--- src/hw/rtl/cwra_ram.sv ---
// Generic single-port-write, single-read RAM with registered read.
// No dependencies.
module cwra_ram #(
   parameter int WIDTH = 32,
   parameter int DEPTH = 16
) (
   input  logic                     clock,
   input  logic                     wr_en,
   input  logic [$clog2(DEPTH)-1:0] wr_addr,
   input  logic [WIDTH-1:0]         wr_data,
   input  logic [$clog2(DEPTH)-1:0] rd_addr,
   output logic [WIDTH-1:0]         rd_data
);
   logic [WIDTH-1:0] mem [DEPTH];

   always_ff @(posedge clock) begin
      if (wr_en) begin
         mem[wr_addr] <= wr_data;
      end
      rd_data <= mem[rd_addr];
   end
endmodule

--- config.mk ---
export PLATFORM = sky130hd
export DESIGN_NAME = cwra_ram
export DESIGN_NICKNAME = d
export VERILOG_FILES = /design/src/hw/rtl/cwra_ram.sv
export SDC_FILE = /design/constraint.sdc
export NUM_CORES = 1
export LEC_CHECK = 0
export BUFFER_PORTS_ARGS = -buffer_cell sky130_fd_sc_hd__buf_2
export CAP_MARGIN = 20
export CELL_PAD_IN_SITES_DETAIL_PLACEMENT = 1
export CELL_PAD_IN_SITES_GLOBAL_PLACEMENT = 2
export CORE_UTILIZATION = 40
export DETAILED_ROUTE_END_ITERATION = 8
export GPL_ROUTABILITY_DRIVEN = 0
export PLACE_DENSITY = 0.66
export RECOVER_POWER = 50
export SLEW_MARGIN = 15
export SYNTH_ARGS = -nofsm -noshare
export SYNTH_HDL_FRONTEND = slang
export SYNTH_SLANG_ARGS = --single-unit
--- constraint.sdc ---
create_clock -name clock -period 3.5 [get_ports clock]
set_clock_uncertainty 0.15 [all_clocks]
set_input_delay 0.175 -clock clock [delete_from_list [all_inputs] [get_ports clock]]
set_output_delay 0.175 -clock clock [all_outputs]
set_load 0.01 [all_outputs]
# Word level (Yosys, flattened, before mapping)
# Memories as Yosys holds them, arrays and structs flattened. A register that Yosys moved wholly into a read port is not among the register bits.
# Cells that the tools add are included.
# word_totals
mem_bits_rw	512
memories	1
output_inout_bits	32
inputBits	42
elab_cells	3
regBits	0
# memory_table
name	depth	word_bits	rd	rd_clocked_by_memory_dff	wr	line_no	text
mem	16	32	1	1	1	14	logic [WIDTH-1:0] mem [DEPTH];
# classes
mux	2
# op_table
operator	n
$mux 1	2

# Longest topological paths before layout
# logic_depth
depth_word	2
ltp_mapped	5
ltp_nobuf	3

# Worst setup path after synthesis
# OpenSTA, ideal clock, no wires.
# synth_path
path_kind	input to register
startpoint	input port wr_addr[2]
endpoint	memory mem[0][0], enable pin
slack_ns	-0.005
setup_time_ns	0.461
t_required_ns	2.889
arrival_time_ns	2.893
stages	2
path_buffers	0
cell_sequence	or3b_2 nor3_1
# synth_rtl
element	line_no	text
from (decl)	9	input logic [$clog2(DEPTH)-1:0] wr_addr,
to (decl)	14	
# No word-level cell before the write port.

# Worst setup path after layout
# layout_path
startpoint	input port wr_addr[2]
endpoint	memory mem[3][23], enable pin
# No word-level cell before the write port.

==> flow_summary.json <==
{
  "outcome": "finished with violations",
  "violations": "max-capacitance violations, max-slew violations",
  "end_kind": "flop",
  "grt_overflow": 0,
  "rows": 81,
  "leakage_nw": 7.481,
  "slowest_stage": "nor2_1",
  "ys_warn_count": 0,
  "routedWlPerCell_um": 26.53,
  "place.port_buffers": 73,
  "crit_path_cell_trace": "clkbuf_1, or3b_2, nor2_1, buf_12",
  "synth_nets": 880,
  "antenna_found_initial": 1,
  "clockBufferDepth": 3,
  "drt_iter0_markers": 694,
  "ff2ff_path_depth": 4,
  "cts_made_buffers": 56,
  "drc": 0,
  "critPathRequiredTime_ns": 3.63,
  "p_int_mw": 11.21,
  "hpwl_um": 23030,
  "worst_pin_slew_ns": 1.562,
  "whs_path_depth": 4,
  "clk_pin_slew_ns": 0.06,
  "fp.dieArea_mm2": 0.05053,
  "clock_latency_ns": 0.59,
  "setup_viol": 0,
  "worst_setup_path_start_kind": "input pin",
  "layout_min_cycle_time_ns": 2.251,
  "avgViaCountPerCell": 5.378,
  "fin_setup_tns_ns": 0,
  "path_max_fanout": 21,
  "clock_sinks": 544,
  "grt_first_pass_wirelength_um": 66440,
  "syn_area_per_cell_um2": 23.69,
  "rsz0062_at_grt": "no",
  "grt_pass1_vias": 9907,
  "path_depth": 4,
  "ys_seq_elements": 544,
  "layout_commonest_cell": "edfxtp_1",
  "cts_tree": "built",
  "clock-root-buffer": "clkbuf_16",
  "areaGrowthSynthToFinish_pct": 18.13,
  "vias": 9148,
  "slowest_delay_ns": 1.19,
  "dpl.cell_count": 1563,
  "cts_resized": 0,
  "clock_power_share_pct": 43.0,
  "drv_cap": 1,
  "fin_crit_sh_pct": 64.32,
  "powerDensity_mw_per_mm2": 599.4,
  "fmax_mhz": 444.2,
  "synth.distinct_cells": 18,
  "layout.nets": 1034,
  "r2r_slack_ns": 1.60,
  "start_util_pct": 40.56,
  "die_h_um": 224.8,
  "final_antenna_net_count": 0,
  "die_w_um": 224.8,
  "first_pass_iters": 5,
  "instances_no_fill": 1701,
  "hold_ws_ns": 0.1834,
  "path_buf_inv": 2,
  "yosysSeqAreaShare_pct": 80.67,
  "finalMaxSlewViolations": 12,
  "p_seq_share_pct": 52.2,
  "power.share.combinational_pct": 4.8,
  "switching_power_mw": 2.849,
  "hold_violations": 0,
  "n_antenna_cell": 0,
  "arrival_ns": 2.38,
  "wirelength_um": 45130,
  "h-tree-depth": 2,
  "syn_area_mm2": 0.01985,
  "grt_max_degree": 60,
  "path_delay_family": "simple AND/OR/NAND/NOR gates",
  "swShare_pct": 20.27,
  "min_path_type": "input pin to flop",
  "critical_path_class": "input pin to flop",
  "relSlewSlack_pct": -4.548,
  "ir_worst_vdd_mv": 0.4300,
  "coreArea_mm2": 0.04895,
  "synth_cells": 838,
  "io_pins": 74,
  "grt.total_usage_pct": 18.46,
  "drive_gt1_share_pct": 29.32,
  "layout_common_cells": "edfxtp_1, mux4_2, a22oi_1"
}
[cell type report]
class                      instances  area, um^2
clock buffer                      75        1564
clock inverter                    28       320.3
fill                            4379       25500
multi-input combinational        251        3730
sequential                       544       16020
tap                              664       830.8
timing repair buffer             139       993.5
[cells in the mapped netlist, drive strengths merged]
| cell | count | area, um^2 |
|---|---|---|
| nand3 | 1 | 5.000 |
| buf | 26 | 158.9 |
| nor2 | 13 | 48.80 |
| dfxtp | 32 | 640.6 |
| a22oi | 64 | 480.5 |
| and2 | 1 | 6.260 |
| or3b | 1 | 8.760 |
| nor2b | 2 | 12.51 |
| nor3 | 4 | 20.02 |
| edfxtp | 512 | 15370 |
| mux4 | 128 | 2883 |
| nand2b | 2 | 12.51 |
| nand2 | 33 | 123.9 |
| clkbuf | 17 | 63.81 |
| nand3b | 2 | 15.01 |
[worst register-to-register path, delay by kind of cell, from the launching register on]
kind | cells | cell delay (ns)
AOI/OAI and AO/OA | 1 | 0.19
buffers and inverters | 1 | 0.57
and+or+nand+nor | 1 | 0.05
DFF | 1 | 0.35
muxes | 1 | 0.47
[per-layer routing]
metal  share of wire, %  vias up  global-route usage [%]  wire length [um]
li1                   -     3885                       -                 -
met1                 44     4987                   25.78             19960
met2                 50      213                   30.39             22380
met3                4.2       61                   2.560              1897
met4                1.9        2                   5.289               877
met5              0.022        -                       0                10
[state kept, by name (all words and copies together) (netlist names)]
register  count
rd_data      32
mem         512
[metrics by stage]
| step | instance area [um^2] | setup WS [ns] | util [%] | power [mW] |
|---|---|---|---|---|
| after floorplan | 19860 | 0.2957 | - | 7.825 |
| after global placement | 21300 | 1.171 | 43.52 | 8.116 |
| after detailed placement | 21300 | 1.204 | 43.52 | 8.137 |
| after CTS | 23540 | 1.449 | 48.08 | 14.25 |
| after global routing | 23450 | 1.134 | 47.91 | 14.50 |
| final | 23450 | 1.249 | 47.91 | 14.06 |
[worst paths after layout]
kind	from	end
max	wr_addr[2]	mem[3][23]
min	rd_addr[1]	rd_data[31]
max reg2reg	mem[3][27]	rd_data[27]
min reg2reg	mem[15][1]	rd_data[1]
[what timing repair did]
item / in CTS / in global routing
hold endpoints to repair: 515 / 0
setup endpoints to repair: 0 / 0
buffers inserted: 0 / 0
hold buffers: 35 / 0
[cells by family (layout without fill, tap and decap cells)]
logic type | after synthesis | after routing | share of synthesized area [%]
multiplexers | 128 | 128 | 14.52
AND/OR/NAND/NOR | 59 | 59 | 1.273
buffers and inverters | 43 | 242 | 1.122
AO/OA/AOI/OAI | 64 | 64 | 2.420
flip-flops | 544 | 544 | 80.67
[power groups by stage]
stage	combinational, mW	sequential, mW	clock (mW)
2_1_floorplan	0.350	7.47	0
3_3_place_gp	0.653	7.46	0
3_5_place_dp	0.666	7.47	0
4_1_cts	0.700	7.33	6.21
5_1_grt	0.733	7.34	6.42
6_report	0.674	7.33	6.05
No activity file was read; power rests on OpenSTA's default activity.
